## src/rtl/b64e_pkg.sv

```systemverilog
// shared types, constants and the character table of the base64 encoder
package b64e_pkg;

	// one complete or padded 24-bit group handed from front to back
	typedef struct packed {
		logic [23:0] group;
		logic [1:0]  n_pad;
		logic        last;
	} b64e_group_t;

	localparam int QUEUE_DEPTH = 2;
	localparam int QPTR_W      = (QUEUE_DEPTH > 1) ? $clog2(QUEUE_DEPTH) : 1;
	localparam int QCNT_W      = $clog2(QUEUE_DEPTH + 1);

	localparam logic [7:0] PAD_CHAR   = 8'h3D;
	localparam logic [7:0] CHAR_UPPER = 8'h41;
	localparam logic [7:0] CHAR_LOWER = 8'h61;
	localparam logic [7:0] CHAR_DIGIT = 8'h30;
	localparam logic [7:0] CHAR_PLUS  = 8'h2B;
	localparam logic [7:0] CHAR_SLASH = 8'h2F;

	// 6-bit value to its base64 alphabet character
	function automatic logic [7:0] b64_char(input logic [5:0] v);
		logic [7:0] r;
		case (v) inside
			[6'd0:6'd25]:  r = CHAR_UPPER + {2'b00, v};
			[6'd26:6'd51]: r = CHAR_LOWER + {2'b00, v} - 8'd26;
			[6'd52:6'd61]: r = CHAR_DIGIT + {2'b00, v} - 8'd52;
			6'd62:         r = CHAR_PLUS;
			default:       r = CHAR_SLASH;
		endcase
		return r;
	endfunction

endpackage

```

## src/rtl/base64_encoder.sv

```systemverilog
// base64 encoder: bytes in, standard alphabet characters with padding out
// groups pass the group queue and the current group register before the output register
// throughput: one byte accepted per cycle while the group queue has room
// the output side drives one character per cycle while out_ready allows, four for every 3 bytes
// reset: arst_n clears pending bytes, position, queue and output valid at once
module base64_encoder (
	input  logic       clk,
	input  logic       arst_n,
	input  logic       in_valid,
	output logic       in_ready,
	input  logic [7:0] data_byte,
	input  logic       end_of_message,
	output logic       out_valid,
	input  logic       out_ready,
	output logic [7:0] out_char,
	output logic       last_char
);

	b64e_pkg::b64e_group_t push_group;
	b64e_pkg::b64e_group_t pop_group;
	logic                  push;
	logic                  pop;
	logic                  queue_full;
	logic                  queue_empty;

	// byte gathering
	b64e_front u_front (
		.clk            (clk),
		.arst_n         (arst_n),
		.in_valid       (in_valid),
		.in_ready       (in_ready),
		.data_byte      (data_byte),
		.end_of_message (end_of_message),
		.queue_full     (queue_full),
		.push           (push),
		.push_group     (push_group)
	);

	// group queue
	b64e_queue u_queue (
		.clk        (clk),
		.arst_n     (arst_n),
		.push       (push),
		.push_group (push_group),
		.pop        (pop),
		.pop_group  (pop_group),
		.full       (queue_full),
		.empty      (queue_empty)
	);

	// character output
	b64e_back u_back (
		.clk       (clk),
		.arst_n    (arst_n),
		.empty     (queue_empty),
		.pop_group (pop_group),
		.pop       (pop),
		.out_valid (out_valid),
		.out_ready (out_ready),
		.out_char  (out_char),
		.last_char (last_char)
	);

endmodule

```

## src/rtl/b64e_front.sv

```systemverilog
// input side: gathers bytes into groups and pushes finished groups to the queue
module b64e_front (
	input  logic                   clk,
	input  logic                   arst_n,
	input  logic                   in_valid,
	output logic                   in_ready,
	input  logic [7:0]             data_byte,
	input  logic                   end_of_message,
	input  logic                   queue_full,
	output logic                   push,
	output b64e_pkg::b64e_group_t  push_group
);

	logic [15:0] pending_q;
	logic [1:0]  pos_q;
	logic        accept;
	logic        complete;

	// handshake and group completion
	assign in_ready = !queue_full;
	assign accept   = in_valid && in_ready;
	assign complete = (pos_q == 2'd2) || end_of_message;
	assign push     = accept && complete;

	// build the padded group from pending bytes and the new byte
	always_comb begin
		push_group.last = end_of_message;
		case (pos_q)
			2'd2: begin
				push_group.group = {pending_q, data_byte};
				push_group.n_pad = 2'd0;
			end
			2'd1: begin
				push_group.group = {pending_q[7:0], data_byte, 8'h00};
				push_group.n_pad = 2'd1;
			end
			default: begin
				push_group.group = {data_byte, 16'h0000};
				push_group.n_pad = 2'd2;
			end
		endcase
	end

	// pending bytes and position count
	always_ff @(posedge clk or negedge arst_n) begin
		if (!arst_n) begin
			pending_q <= '0;
			pos_q     <= '0;
		end else if (accept) begin
			if (complete) begin
				pending_q <= '0;
				pos_q     <= '0;
			end else begin
				pending_q <= {pending_q[7:0], data_byte};
				pos_q     <= pos_q + 2'd1;
			end
		end
	end

endmodule

```

## src/rtl/b64e_queue.sv

```systemverilog
// short register queue of groups between front and back
module b64e_queue (
	input  logic                   clk,
	input  logic                   arst_n,
	input  logic                   push,
	input  b64e_pkg::b64e_group_t  push_group,
	input  logic                   pop,
	output b64e_pkg::b64e_group_t  pop_group,
	output logic                   full,
	output logic                   empty
);

	b64e_pkg::b64e_group_t              mem_q [b64e_pkg::QUEUE_DEPTH];
	logic [b64e_pkg::QPTR_W-1:0]        wr_ptr_q;
	logic [b64e_pkg::QPTR_W-1:0]        rd_ptr_q;
	logic [b64e_pkg::QCNT_W-1:0]        cnt_q;
	logic                               do_push;
	logic                               do_pop;

	// status
	assign full      = (cnt_q == b64e_pkg::QCNT_W'(b64e_pkg::QUEUE_DEPTH));
	assign empty     = (cnt_q == '0);
	assign do_push   = push && !full;
	assign do_pop    = pop && !empty;
	assign pop_group = mem_q[rd_ptr_q];

	// storage
	always_ff @(posedge clk) begin
		if (do_push) begin
			mem_q[wr_ptr_q] <= push_group;
		end
	end

	// pointers and fill count
	always_ff @(posedge clk or negedge arst_n) begin
		if (!arst_n) begin
			wr_ptr_q <= '0;
			rd_ptr_q <= '0;
			cnt_q    <= '0;
		end else begin
			if (do_push) begin
				if (wr_ptr_q == b64e_pkg::QPTR_W'(b64e_pkg::QUEUE_DEPTH - 1)) begin
					wr_ptr_q <= '0;
				end else begin
					wr_ptr_q <= wr_ptr_q + 1'b1;
				end
			end
			if (do_pop) begin
				if (rd_ptr_q == b64e_pkg::QPTR_W'(b64e_pkg::QUEUE_DEPTH - 1)) begin
					rd_ptr_q <= '0;
				end else begin
					rd_ptr_q <= rd_ptr_q + 1'b1;
				end
			end
			if (do_push && !do_pop) begin
				cnt_q <= cnt_q + 1'b1;
			end else if (do_pop && !do_push) begin
				cnt_q <= cnt_q - 1'b1;
			end
		end
	end

endmodule

```

## src/rtl/b64e_back.sv

```systemverilog
// output side: turns one queued group into four characters, one per cycle while out_ready allows
module b64e_back (
	input  logic                   clk,
	input  logic                   arst_n,
	input  logic                   empty,
	input  b64e_pkg::b64e_group_t  pop_group,
	output logic                   pop,
	output logic                   out_valid,
	input  logic                   out_ready,
	output logic [7:0]             out_char,
	output logic                   last_char
);

	b64e_pkg::b64e_group_t cur_q;
	logic                  cur_v_q;
	logic [1:0]            idx_q;
	logic [7:0]            out_char_q;
	logic                  last_q;
	logic                  out_valid_q;
	logic                  advance;
	logic                  finish;
	logic [5:0]            sextet;
	logic                  is_data;
	logic [7:0]            next_char;

	// move a character into the output register when it is free or drains
	assign advance = cur_v_q && (!out_valid_q || out_ready);
	assign finish  = advance && (idx_q == 2'd3);
	assign pop     = !empty && (!cur_v_q || finish);

	// select the sextet, most significant first, then map or pad
	always_comb begin
		case (idx_q)
			2'd0:    sextet = cur_q.group[23:18];
			2'd1:    sextet = cur_q.group[17:12];
			2'd2:    sextet = cur_q.group[11:6];
			default: sextet = cur_q.group[5:0];
		endcase
		is_data   = ({1'b0, idx_q} < (3'd4 - {1'b0, cur_q.n_pad}));
		next_char = is_data ? b64e_pkg::b64_char(sextet) : b64e_pkg::PAD_CHAR;
	end

	// current group
	always_ff @(posedge clk) begin
		if (pop) begin
			cur_q <= pop_group;
		end
	end

	// character payload
	always_ff @(posedge clk) begin
		if (advance) begin
			out_char_q <= next_char;
			last_q     <= cur_q.last && (idx_q == 2'd3);
		end
	end

	// control state
	always_ff @(posedge clk or negedge arst_n) begin
		if (!arst_n) begin
			cur_v_q     <= 1'b0;
			idx_q       <= '0;
			out_valid_q <= 1'b0;
		end else begin
			if (pop) begin
				cur_v_q <= 1'b1;
			end else if (finish) begin
				cur_v_q <= 1'b0;
			end
			if (advance) begin
				idx_q <= idx_q + 2'd1;
			end
			if (advance) begin
				out_valid_q <= 1'b1;
			end else if (out_ready) begin
				out_valid_q <= 1'b0;
			end
		end
	end

	assign out_valid = out_valid_q;
	assign out_char  = out_char_q;
	assign last_char = last_q;

endmodule

```

## config.mk

```make
export PLATFORM = sky130hd
export DESIGN_NAME = base64_encoder
export DESIGN_NICKNAME = d
export VERILOG_FILES = /design/src/rtl/b64e_pkg.sv /design/src/rtl/base64_encoder.sv /design/src/rtl/b64e_front.sv /design/src/rtl/b64e_queue.sv /design/src/rtl/b64e_back.sv
export SDC_FILE = /design/constraint.sdc
export NUM_CORES = 1
export LEC_CHECK = 0
export ABC_AREA = 1
export BUFFER_PORTS_ARGS = -buffer_cell sky130_fd_sc_hd__clkbuf_2
export CAP_MARGIN = 20
export CORE_UTILIZATION = 25
export CTS_BUF_LIST = sky130_fd_sc_hd__clkbuf_16
export DETAILED_ROUTE_END_ITERATION = 8
export GPL_TIMING_DRIVEN = 1
export PLACE_DENSITY_LB_ADDON = 0.25
export SLEW_MARGIN = 10
export SYNTH_ARGS = -nofsm -noshare
export SYNTH_HDL_FRONTEND = slang
export SYNTH_HIERARCHICAL = 1
export SYNTH_SLANG_ARGS = --single-unit
```

## constraint.sdc

```tcl
create_clock -name clk -period 3.71 [get_ports clk]
set_input_delay 0.5565 -clock clk [delete_from_list [all_inputs] [get_ports clk]]
set_output_delay 0.5565 -clock clk [all_outputs]
set_load 0.005 [all_outputs]
```

# Word level (Yosys, flattened, before mapping)
# Memories as Yosys holds them, arrays and structs flattened. A register that Yosys moved wholly into a read port is not among the register bits.
# Index checks and enable logic that the tools add are counted.
[word_totals] regBits=35 latchBits=0 mem_bits_rw=54 mem_bits_ro=0 inputBits=13 n_memories=1
[memory_table] name="u_queue.mem_q" depth=2 width=27 rd=1 rd_clocked_by_memory_dff=1 write_ports=1 line_no="b64e_queue.sv:13" source="b64e_pkg::b64e_group_t mem_q [b64e_pkg::QUEUE_DEPTH];"
[op_classes] n_addsub=12 mul=0 div_mod_pow=0 n_lt_le_gt_ge=7 n_eq_ne=7 n_shift=0 n_mux=18 n_bitwise=0 n_reduce_logical=27
[op_table] operator="case mux 26 bit (2 select lines)" count=1
[op_table] operator="two-way mux 8 bit" count=3
[op_table] operator="case mux 6 bit (3 select lines)" count=1
[op_table] operator="adder 7 x 6 -> 8 bit (first input constant)" count=2
[op_table] operator="two-way mux 16 bit" count=1
[op_table] operator="logical AND 1 bit" count=13
[op_table] operator="<= comparator 6 bit (second input constant)" count=2
[op_table] operator="equality test 2 bit (second input constant)" count=4
[op_table] operator="two-way mux 1 bit" count=8
[op_table] operator="subtractor 8 x 5 -> 8 bit (second input constant)" count=1
[op_table] operator="subtractor 8 x 6 -> 8 bit (second input constant)" count=1
[op_table] operator="adder 6 x 6 -> 7 bit (first input constant)" count=1
[op_table] operator="adder 2 x 1 -> 2 bit (second input constant)" count=3
[op_table] operator="equality test 6 bit (second input constant)" count=1
[op_table] operator=">= comparator 6 x 1 -> 1 bit (second input constant)" count=1
[op_table] operator=">= comparator 6 x 5 -> 1 bit (second input constant)" count=1
[op_table] operator=">= comparator 6 bit (second input constant)" count=1
[op_table] operator="<= comparator 6 x 5 -> 1 bit (second input constant)" count=1
[op_table] operator="logical NOT 1 bit" count=6
[op_table] operator="two-way mux 2 bit" count=3
[op_table] operator="nonzero test 2 bit" count=3
[op_table] operator="equality test 2 x 1 -> 1 bit (second input constant)" count=2
[op_table] operator="logical NOT 2 bit" count=2
[op_table] operator="logical OR 1 bit" count=3
[op_table] operator="5 further kinds" count=6

# Depth between registers and ports, before layout
# Gate-level depths: netlist (run 1).
[logic_depth] depth_word=10 mapped_depth=16

# Modules after synthesis
# Netlist (run 1), hierarchy kept.
[modules_own_cells] module="b64e_queue" n_inst=1 cells_each=172 area_per_inst_um2=2192.1
[modules_own_cells] module="b64e_back" n_inst=1 cells_each=212 area_per_inst_um2=2143.3
[modules_own_cells] module="b64e_front" n_inst=1 cells_each=163 area_per_inst_um2=1136.1

# Worst setup path after synthesis (run 1)
# No wires, ideal clock.
[synth_path] kind="input to register" from="input port out_ready" to="register u_queue/cnt_q[1] in the netlist's numbering" t_arrival_ns=2.914 slack_ns=0.679 stages=10 path_buffers=0 path_cell_list="inv_1 nand2_1 a21oi_1 nor2_1 o21ai_0 ha_1 inv_1 nand3_1 nand2_1 nand2_1"
[synth_between] elab_chain_cells=9 word_cells_on_any_way=11 cone_classes="mux (1); reduce/logical (10)"
[synth_rtl] item="from (decl)" line_no="base64_encoder.sv:14" source="input logic out_ready,"
[synth_rtl] item="logical OR 1 bit (*)" line_no="b64e_back.sv:27" source="assign advance = cur_v_q && (!out_valid_q || out_ready);"
[synth_rtl] item="logical AND 1 bit (*)" line_no="b64e_back.sv:27"
[synth_rtl] item="logical AND 1 bit (*)" line_no="b64e_back.sv:28" source="assign finish = advance && (idx_q == 2'd3);"
[synth_rtl] item="logical OR 1 bit (*)" line_no="b64e_back.sv:29" source="assign pop = !empty && (!cur_v_q || finish);"
[synth_rtl] item="logical AND 1 bit (*)" line_no="b64e_back.sv:29"
[synth_rtl] item="named net pop" line_no="base64_encoder.sv:22" source="logic pop;"
[synth_rtl] item="logical AND 1 bit (*)" line_no="b64e_queue.sv:24" source="assign do_pop = pop && !empty;"
[synth_rtl] item="logical NOT 1 bit" line_no="b64e_queue.sv:55" source="if (do_push && !do_pop) begin"
[synth_rtl] item="logical AND 1 bit" line_no="b64e_queue.sv:55"
[synth_rtl] item="two-way mux 2 bit or nonzero test 2 bit (tied branches)"
[synth_rtl] item="to (signal assigned)" line_no="b64e_queue.sv:56" source="cnt_q <= cnt_q + 1'b1;"
[synth_rtl] item="to (signal assigned)" line_no="b64e_queue.sv:58" source="cnt_q <= cnt_q - 1'b1;"
[synth_rtl] item="to (decl)" line_no="b64e_queue.sv:16" source="logic [b64e_pkg::QCNT_W-1:0] cnt_q;"
# The timed path passes the listed nets; every way through them passes the cells marked *.
# A chain may end at the register's enable or synchronous reset.

# Worst setup path in the final report (run 1)
[layout_path] from="register u_back.idx_q[0]" to="register u_back.out_char_q[5], in the netlist u_back/out_char[5] (data pin)"
[layout_between] elab_chain_cells=7 word_cells_on_any_way=22 cone_classes="add/sub (5); order compare (7); eq/ne (2); mux (4); reduce/logical (4)"
[layout_rtl] item="from (decl)" line_no="b64e_back.sv:16" source="logic [1:0] idx_q;"
[layout_rtl] item="from (signal assigned)" line_no="b64e_back.sv:71" source="idx_q <= idx_q + 2'd1;"
[layout_rtl] item="equality test 2 bit, or another cell as far along" line_no="b64e_back.sv:33" source="case (idx_q)"
[layout_rtl] item="case mux 6 bit (3 select lines)" line_no="b64e_back.sv:33"
[layout_rtl] item="adder 6 x 6 -> 7 bit, or another cell as far along" line_no="b64e_pkg.sv:28" source="[6'd52:6'd61]: r = CHAR_DIGIT + {2'b00, v} - 8'd52;"
[layout_rtl] item="subtractor 8 x 6 -> 8 bit or logical AND 1 bit (tied branches)" line_no="b64e_pkg.sv:28, b64e_back.sv:40"
[layout_rtl] item="two-way mux 8 bit (3 in series)" line_no="b64e_pkg.sv:25" source="case (v) inside"
[layout_rtl] item="to (signal assigned)" line_no="b64e_back.sv:53" source="out_char_q <= next_char;"
[layout_rtl] item="to (decl)" line_no="b64e_back.sv:17" source="logic [7:0] out_char_q;"
# Several ways; a longest one is shown, not always the timed one.

==> metrics.yaml, run 1 <==
status: "finished clean"
fin_cells: 868
syn2layout_area_growth_pct: 18.4
synth_top_family_by_area: "simple AND/OR/NAND/NOR gates"
n_antenna_cell: 0
clock_skew_ps: 18.0
drc_errors: 0
clockBufferDepth: 2
postPlaceCellArea_um2: 5870
crit_path_cell_trace: "ha_1 -> inv_2 -> nand2_1 -> o22ai_2 -> inv_1 -> ha_1 -> inv_1 -> nor2_1 -> o21ai_4 -> nand2_4 -> inv_1 -> nand2_1 -> nand2_1 -> nand2_1"
drt-initial-drc-count: 130
grt_usage_pct: 10.8
worst-setup-path-type: "flop to flop"
min_period_ps: 2580
power_switching_mw: 2.65
synthTopCellsByArea: "edfxtp_1 (49%), nand2_1 (15%), dfrtp_1 (12%), nand3_1 (4.7%), ha_1 (3.9%)"
grt-ovfl-total: 0
cp_max_fo: 11
finish.utilization_pct: 30.5
cp.depth: 14
grt_setup_unrepaired: "false"
netlist_area_um2: 5470
post-place-ws_ps: 1130
totalNegativeSetupSlack_ps: 0
hp-class: "input pin to async pin"
fmax_ghz: 0.387
yosysWarnings: 6
synth_commonest_cells: "nand2_1 (220), edfxtp_1 (90), nand3_1 (51)"
pwr-share-seq_pct: 34.0
dpl.hpwl_mm: 7.81
synth_top_area_cell: "edfxtp_1"
critPathArrivalTime_ps: 2750
fp.dieArea_um2: 22500
maxCapViolCount: 0
hold_viol: 0
grt_pass1_wl_mm: 18.3
fin_ws_ps: 1130
nNetsFinal: 610
crit_top_cell: "nand2_1"
wl_per_cell_um: 12.6
clkLatencyLatePin_ps: 420
synth-adder-area-share_pct: 3.89
post_cts_buffers: 0
die_x_um: 150
reg2reg_from: "u_back/idx_q[0]$_DFFE_PN0P_"
synthFlopType: "edfxtp_1"
synth_area_per_cell_um2: 10.0
place_inst: 836
ant_nets: 0
reg2reg_setup_slack_ps: 1130
critPathRequiredTime_ps: 3870
cts_htree_levels: 4
num_rows: 53
slew_violations: 0
synth_edf_count: 90
path_buf_inv: 4
drive_above_1_share_pct: 15.7
rr_worst_depth: 14
finalSetupViolCount: 0
ys_ff_latch: 116
synth_xor_area_share_pct: 0.640
endpoint: "u_back/out_char[5]$_SDFFCE_PP1P_"
root_buffer: "clkbuf_16"
async_flop_share_pct: 22.4
core-area_um2: 21200
antenna_found_initial: 0
cts_buffers: 17
p_leak_nw: 2.82
io_pins: 24
grt_start_max_net_pins: 30
swShare_pct: 40.7
gp_congestion: 0.783
crit_family: "buffers and inverters"
pwr-share-clk_pct: 25.7
drt_wl_total_mm: 10.9
cts_tree: "done"
worst_slew_pin_slew_ps: 724
max-vdd-ir-drop_v: 0.000368
synth_mux_area_share_pct: 0
synthCells: 547
initial_core_util_pct: 25.8
postLayoutCellArea_um2: 6480
startpoint: "u_back/idx_q[0]$_DFFE_PN0P_"
cp-start-kind: "flop"
total_power_mw: 6.52
ctsHoldBuffers: 0
yosys.area_share.simple_pct: 25.5
timing.rr.end: "u_back/out_char[5]$_SDFFCE_PP1P_"
fin_crit_sh_pct: 69.7
grt_pass1_vias: 3606
portBuffers: 23
viasPerCell: 4.11
synth_compound_area_share_pct: 3.66
cts.repair.resized: 0
syn_nets: 577
dr_total_vias: 3570
cp_slowest_cell: "dfrtp_1"
max_slew_margin_pct: 51.7
pwr-share-comb_pct: 40.4
clkTransAtPathRegs_ps: 60
slowest_delay_ps: 420
power.density_nw_per_um2: 1010
critPathCaptureType: "flop"
fin_hold_ws_ps: 187
post-synth-top-count-cell: "nand2_1"
synth_cell_types: 33
ys_seq_area_share_pct: 61.3
fp.dieH_um: 150
clock-sinks: 116
p_int_mw: 3.87
synth_top_area_share_pct: 49.4
drt_pass1_iterations: 4
==> final cells by class <==
| class | count | area [um^2] |
|---|---|---|
| clock buffer | 17 | 425 |
| fill | 2190 | 14700 |
| clock inverter | 15 | 188 |
| multi-input combinational | 373 | 1850 |
| tap | 275 | 344 |
| inverter | 45 | 174 |
| sequential | 116 | 3350 |
| timing repair buffer | 27 | 145 |
==> how the worst min path moves through the flow <==
stage,end,depth (start not counted)
6_report,u_front/pending_q[6]$_DFFE_PN0P_,1
3_3_place_gp,u_back/out_valid$_DFFE_PN0P_,2
5_1_grt,u_front/pending_q[6]$_DFFE_PN0P_,1
3_5_place_dp,u_back/out_valid$_DFFE_PN0P_,2
4_1_cts,u_front/pending_q[6]$_DFFE_PN0P_,1
2_1_floorplan,u_back/cur_v_q$_DFFE_PN0P_,0
==> worst reg2reg max path: stages (launching register included) <==
cell	delay [ps]
dfrtp_1	420
ha_1	240
inv_2	210
nand2_1	100
o22ai_2	320
inv_1	160
ha_1	230
inv_1	100
nor2_1	80
o21ai_4	210
nand2_4	90
inv_1	60
nand2_1	40
nand2_1	50
nand2_1	40
==> routing by layer <==
layer  routed length [um]  GRT usage, %  share of wire (%)
met5                    0             0                  0
met1                 5170          13.1                 47
met4                  138          4.65                1.3
met2                 5250          18.2                 48
met3                  384          2.50                3.5
==> cell usage in the layout, fill, tap and decap left out, types with 2 or more instances in the layout <==
master / netlist / layout
nand3_1: 51 / 51
clkbuf_16: 0 / 17
o21bai_4: 2 / 2
o21ai_1: 2 / 2
bufinv_16: 0 / 2
ha_1: 17 / 17
nor2_2: 6 / 8
nand2_2: 3 / 3
nand4_1: 3 / 3
edfxtp_1: 90 / 90
nand2_4: 4 / 4
nand2_1: 220 / 220
o21ai_0: 12 / 12
a21oi_1: 9 / 9
dfrtp_1: 26 / 26
inv_8: 0 / 6
inv_2: 5 / 5
nand3b_1: 2 / 2
clkbuf_2: 0 / 23
nor2_4: 6 / 6
inv_1: 38 / 38
clkinv_4: 0 / 3
inv_6: 1 / 4
buf_4: 7 / 4
nor2_1: 25 / 23
xor2_1: 3 / 3
==> power groups by stage <==
stage / registers, mW / logic (mW) / clock network, mW
3_3_place_gp: 2.24 / 2.64 / 0
3_5_place_dp: 2.25 / 2.65 / 0
5_1_grt: 2.26 / 3.01 / 1.77
4_1_cts: 2.22 / 2.67 / 1.72
2_1_floorplan: 2.19 / 2.04 / 0
6_report: 2.21 / 2.63 / 1.67
==> registers in the layout, indices dropped and copies added (netlist names) <==
name / flops
u_back/out_char: 8
u_back/cur_q: 27
u_back/cur_v_q: 1
u_back/out_valid: 1
u_front/pos_q: 2
u_queue/mem_q: 54
u_queue/cnt_q: 2
u_queue/rd_ptr_q: 1
u_back/idx_q: 2
u_back/last_char: 1
u_queue/wr_ptr_q: 1
u_front/pending_q: 16
==> kinds of logic (layout without fill, tap and decap cells) <==
family | after synthesis | count (layout)
simple gates | 322 | 322
xor+xnor | 4 | 4
buf+inv | 58 | 104
other cells | 1 | 1
fa+ha+maj | 17 | 17
flops | 116 | 116
compound gates | 29 | 29
Power figures use the tool's default switching activity.
==> inputs of run 2 (changes only) <==
==> constraint.sdc (replaced) <==
create_clock -name clk -period 2.1 [get_ports clk]
set_input_delay 0.315 -clock clk [delete_from_list [all_inputs] [get_ports clk]]
set_output_delay 0.315 -clock clk [all_outputs]
set_load 0.005 [all_outputs]
==> run 2 against run 1 <==
Against the previous run:
- the flow now finishes with violations (setup timing)
- worst hold slack got worse by 21 ps
- routed wire length up 11%
- via count increased by 9.2%
- non-clock buffer count up 49
- global-route usage increased by 0.91 points
- setup slack got worse by 1100 ps
==> metrics.yaml, run 2 (synthesis results as in run 1) <==
wl_met2_mm: 6.26  # was 5.25 mm
num_rows: 53  # unchanged
power.density_nw_per_um2: 1890  # was 1010 nW/um^2
viasPerCell: 4.25  # was 4.11
drt_pass1_iterations: 4  # unchanged
worst-setup-path-type: "flop to flop"  # unchanged
clkLatencyLatePin_ps: 410  # was 420 ps
critPathCaptureType: "flop"  # unchanged
ant_nets: 0  # unchanged
max-vdd-ir-drop_v: 0.000641  # was 0.000368 V
rr_worst_depth: 16  # was 14
initial_core_util_pct: 25.8  # unchanged
clockBufferDepth: 2  # unchanged
cts_buffers: 17  # unchanged
fp.dieArea_um2: 22500  # unchanged
dpl.hpwl_mm: 8.45  # was 7.81 mm
holdPathStages: 3
critPathRequiredTime_ps: 2260  # was 3870 ps
register_area_um2: 3360  # was 3350 um^2
grt-ovfl-total: 0  # unchanged
cp-start-kind: "flop"  # unchanged
slew_violations: 0  # unchanged
clkTransAtPathRegs_ps: 60  # about the same
cts_htree_levels: 4  # unchanged
hold_viol: 0  # unchanged
multi_input_area_um2: 2180  # was 1850 um^2
drt-initial-drc-count: 198  # was 130
min_period_ps: 2100  # was 2580 ps
status: "complete, but fails checks"  # was finished clean
io_pins: 24  # unchanged
total_power_mw: 13.6  # was 6.52 mW
fin_ws_ps: -4.56  # was 1130 ps
dr_total_vias: 3900  # was 3570
gp_congestion: 0.849  # was 0.783
grt_start_max_net_pins: 30  # unchanged
clock-sinks: 116  # unchanged
clock_skew_ps: 7.40  # was 18.0 ps
failed_checks: "setup timing"
fillers: 2156  # was 2190
regMostFlops: "u_queue/mem_q"  # unchanged
fin_crit_sh_pct: 100  # was 69.7%
cp_max_fo: 5  # was 11
maxCapViolCount: 0  # unchanged
max_slew_margin_pct: 51.4  # was 51.7%
drt_wl_total_mm: 12.1  # was 10.9 mm
place_inst: 867  # was 836
wl_met1_mm: 5.30  # was 5.17 mm
antenna_found_initial: 0  # unchanged
largest_reg_flops: 54  # unchanged
worst_slew_pin_slew_ps: 728  # was 724 ps
drc_errors: 0  # unchanged
grt_pass1_wl_mm: 19.9  # was 18.3 mm
wl_met3_um: 369  # was 384 um
grt_pass1_vias: 3981  # was 3606
reg2reg_setup_slack_ps: -5  # was 1130 ps
top_layer_used: "met4"  # unchanged
grt_usage_pct: 11.7  # was 10.8%
p_leak_nw: 3.08  # was 2.82 nW
drive_above_1_share_pct: 31.5  # was 15.7%
fp.dieH_um: 150  # unchanged
finalSetupViolCount: 2  # was 0
root_buffer: "clkbuf_16"  # unchanged
fin_cells: 917  # was 868
final_cell_mix: "nand2_1 (193), edfxtp_1 (90), nand3_1 (45)"  # was nand2_1 (220), edfxtp_1 (90), nand3_1 (51)
nNetsFinal: 659  # was 610
cts_tree: "done"  # unchanged
n_antenna_cell: 0  # unchanged
critPathArrivalTime_ps: 2270  # was 2750 ps
wl_per_cell_um: 13.2  # was 12.6 um
die_x_um: 150  # unchanged
hp-class: "input pin to flop"  # was input pin to async pin
final_common_cell: "nand2_1"  # unchanged
portBuffers: 23  # unchanged
grt_setup_unrepaired: "true"  # was false
fmax_ghz: 0.475  # was 0.387 GHz
syn2layout_area_growth_pct: 31.6  # was 18.4%
core-area_um2: 21200  # unchanged
top_regs: "u_queue/mem_q x54, u_back/cur_q x27, u_front/pending_q x16"  # unchanged
==> run 2: final timing paths <==
check	startpoint	endpoint
min in group asynchronous	arst_n	u_front/pending_q[4]$_DFFE_PN0P_
worst max-delay path	u_back/idx_q[0]$_DFFE_PN0P_	u_back/out_char[5]$_SDFFCE_PP1P_
max in group asynchronous	arst_n	u_back/idx_q[1]$_DFFE_PN0P_
worst max register to register	u_back/idx_q[0]$_DFFE_PN0P_	u_back/out_char[5]$_SDFFCE_PP1P_
worst min register to register	u_front/pending_q[13]$_DFFE_PN0P_	u_front/pending_q[13]$_DFFE_PN0P_
worst min-delay path	data_byte[5]	u_front/pending_q[5]$_DFFE_PN0P_
==> run 2: timing repair <==
item | 4_1_cts | 5_1_grt
hold buffers | 1 | 0
setup endpoints to repair | 7 | 30
pin swaps | 33 | 26
cloned | 0 | 0
setup buffers | 10 | 8
gates resized for setup | 53 | 35
hold endpoints to repair | 26 | 0
==> run 2: final cells by class <==
type | count | share of cell area, %
Sequential cell | 116 | 46.6
Multi-Input combinational cell | 373 | 30.3
Clock inverter | 15 | 1.68
Tap cell | 275 | 4.78
Clock buffer | 17 | 5.91
Inverter | 45 | 2.74
Timing Repair Buffer | 76 | 8.04
==> run 2: routing by layer <==
metal	vias to the layer above	track usage, %
li1	1956	-
met1	1863	13.5
met2	64	20.3
met3	17	3.08
met4	0	4.90
met5	-	0
==> run 2: worst max-delay path, cell delays in order (launching register included) <==
cell and delay, ps:
dfrtp_2 450, inv_4 70, ha_4 180, nand2_2 60
nand2_2 70, o22ai_4 200, buf_6 140, ha_4 120
inv_2 40, nand3_4 50, nor2_4 40, nor2_4 160
nand2_4 90, inv_2 50, nand2_1 40, nand2_1 50
nand2_1 40
==> run 2: power breakdown <==
group | switching [mW] | internal, mW | leakage (nW)
combinational | 4.14 | 2.88 | 1.65
clock | 1.14 | 1.53 | 0.253
sequential | 0.368 | 3.58 | 1.17
total | 5.65 | 7.99 | 3.08
==> run 2: stage by stage <==
stage	utilization [%]	instance area (um^2)	TNS, ps	hold slack [ps]	setup WS [ps]
final	33.9	7200	-5.80	166	-4.56
after CTS	33.1	7020	-85.5	144	-36.6
after detailed placement	29.1	6170	-947	394	-165
after global placement	29.1	6170	-277	384	-70.0
after floorplan	-	5510	0	19.4	1.73
after global routing	33.9	7200	-595	166	-121
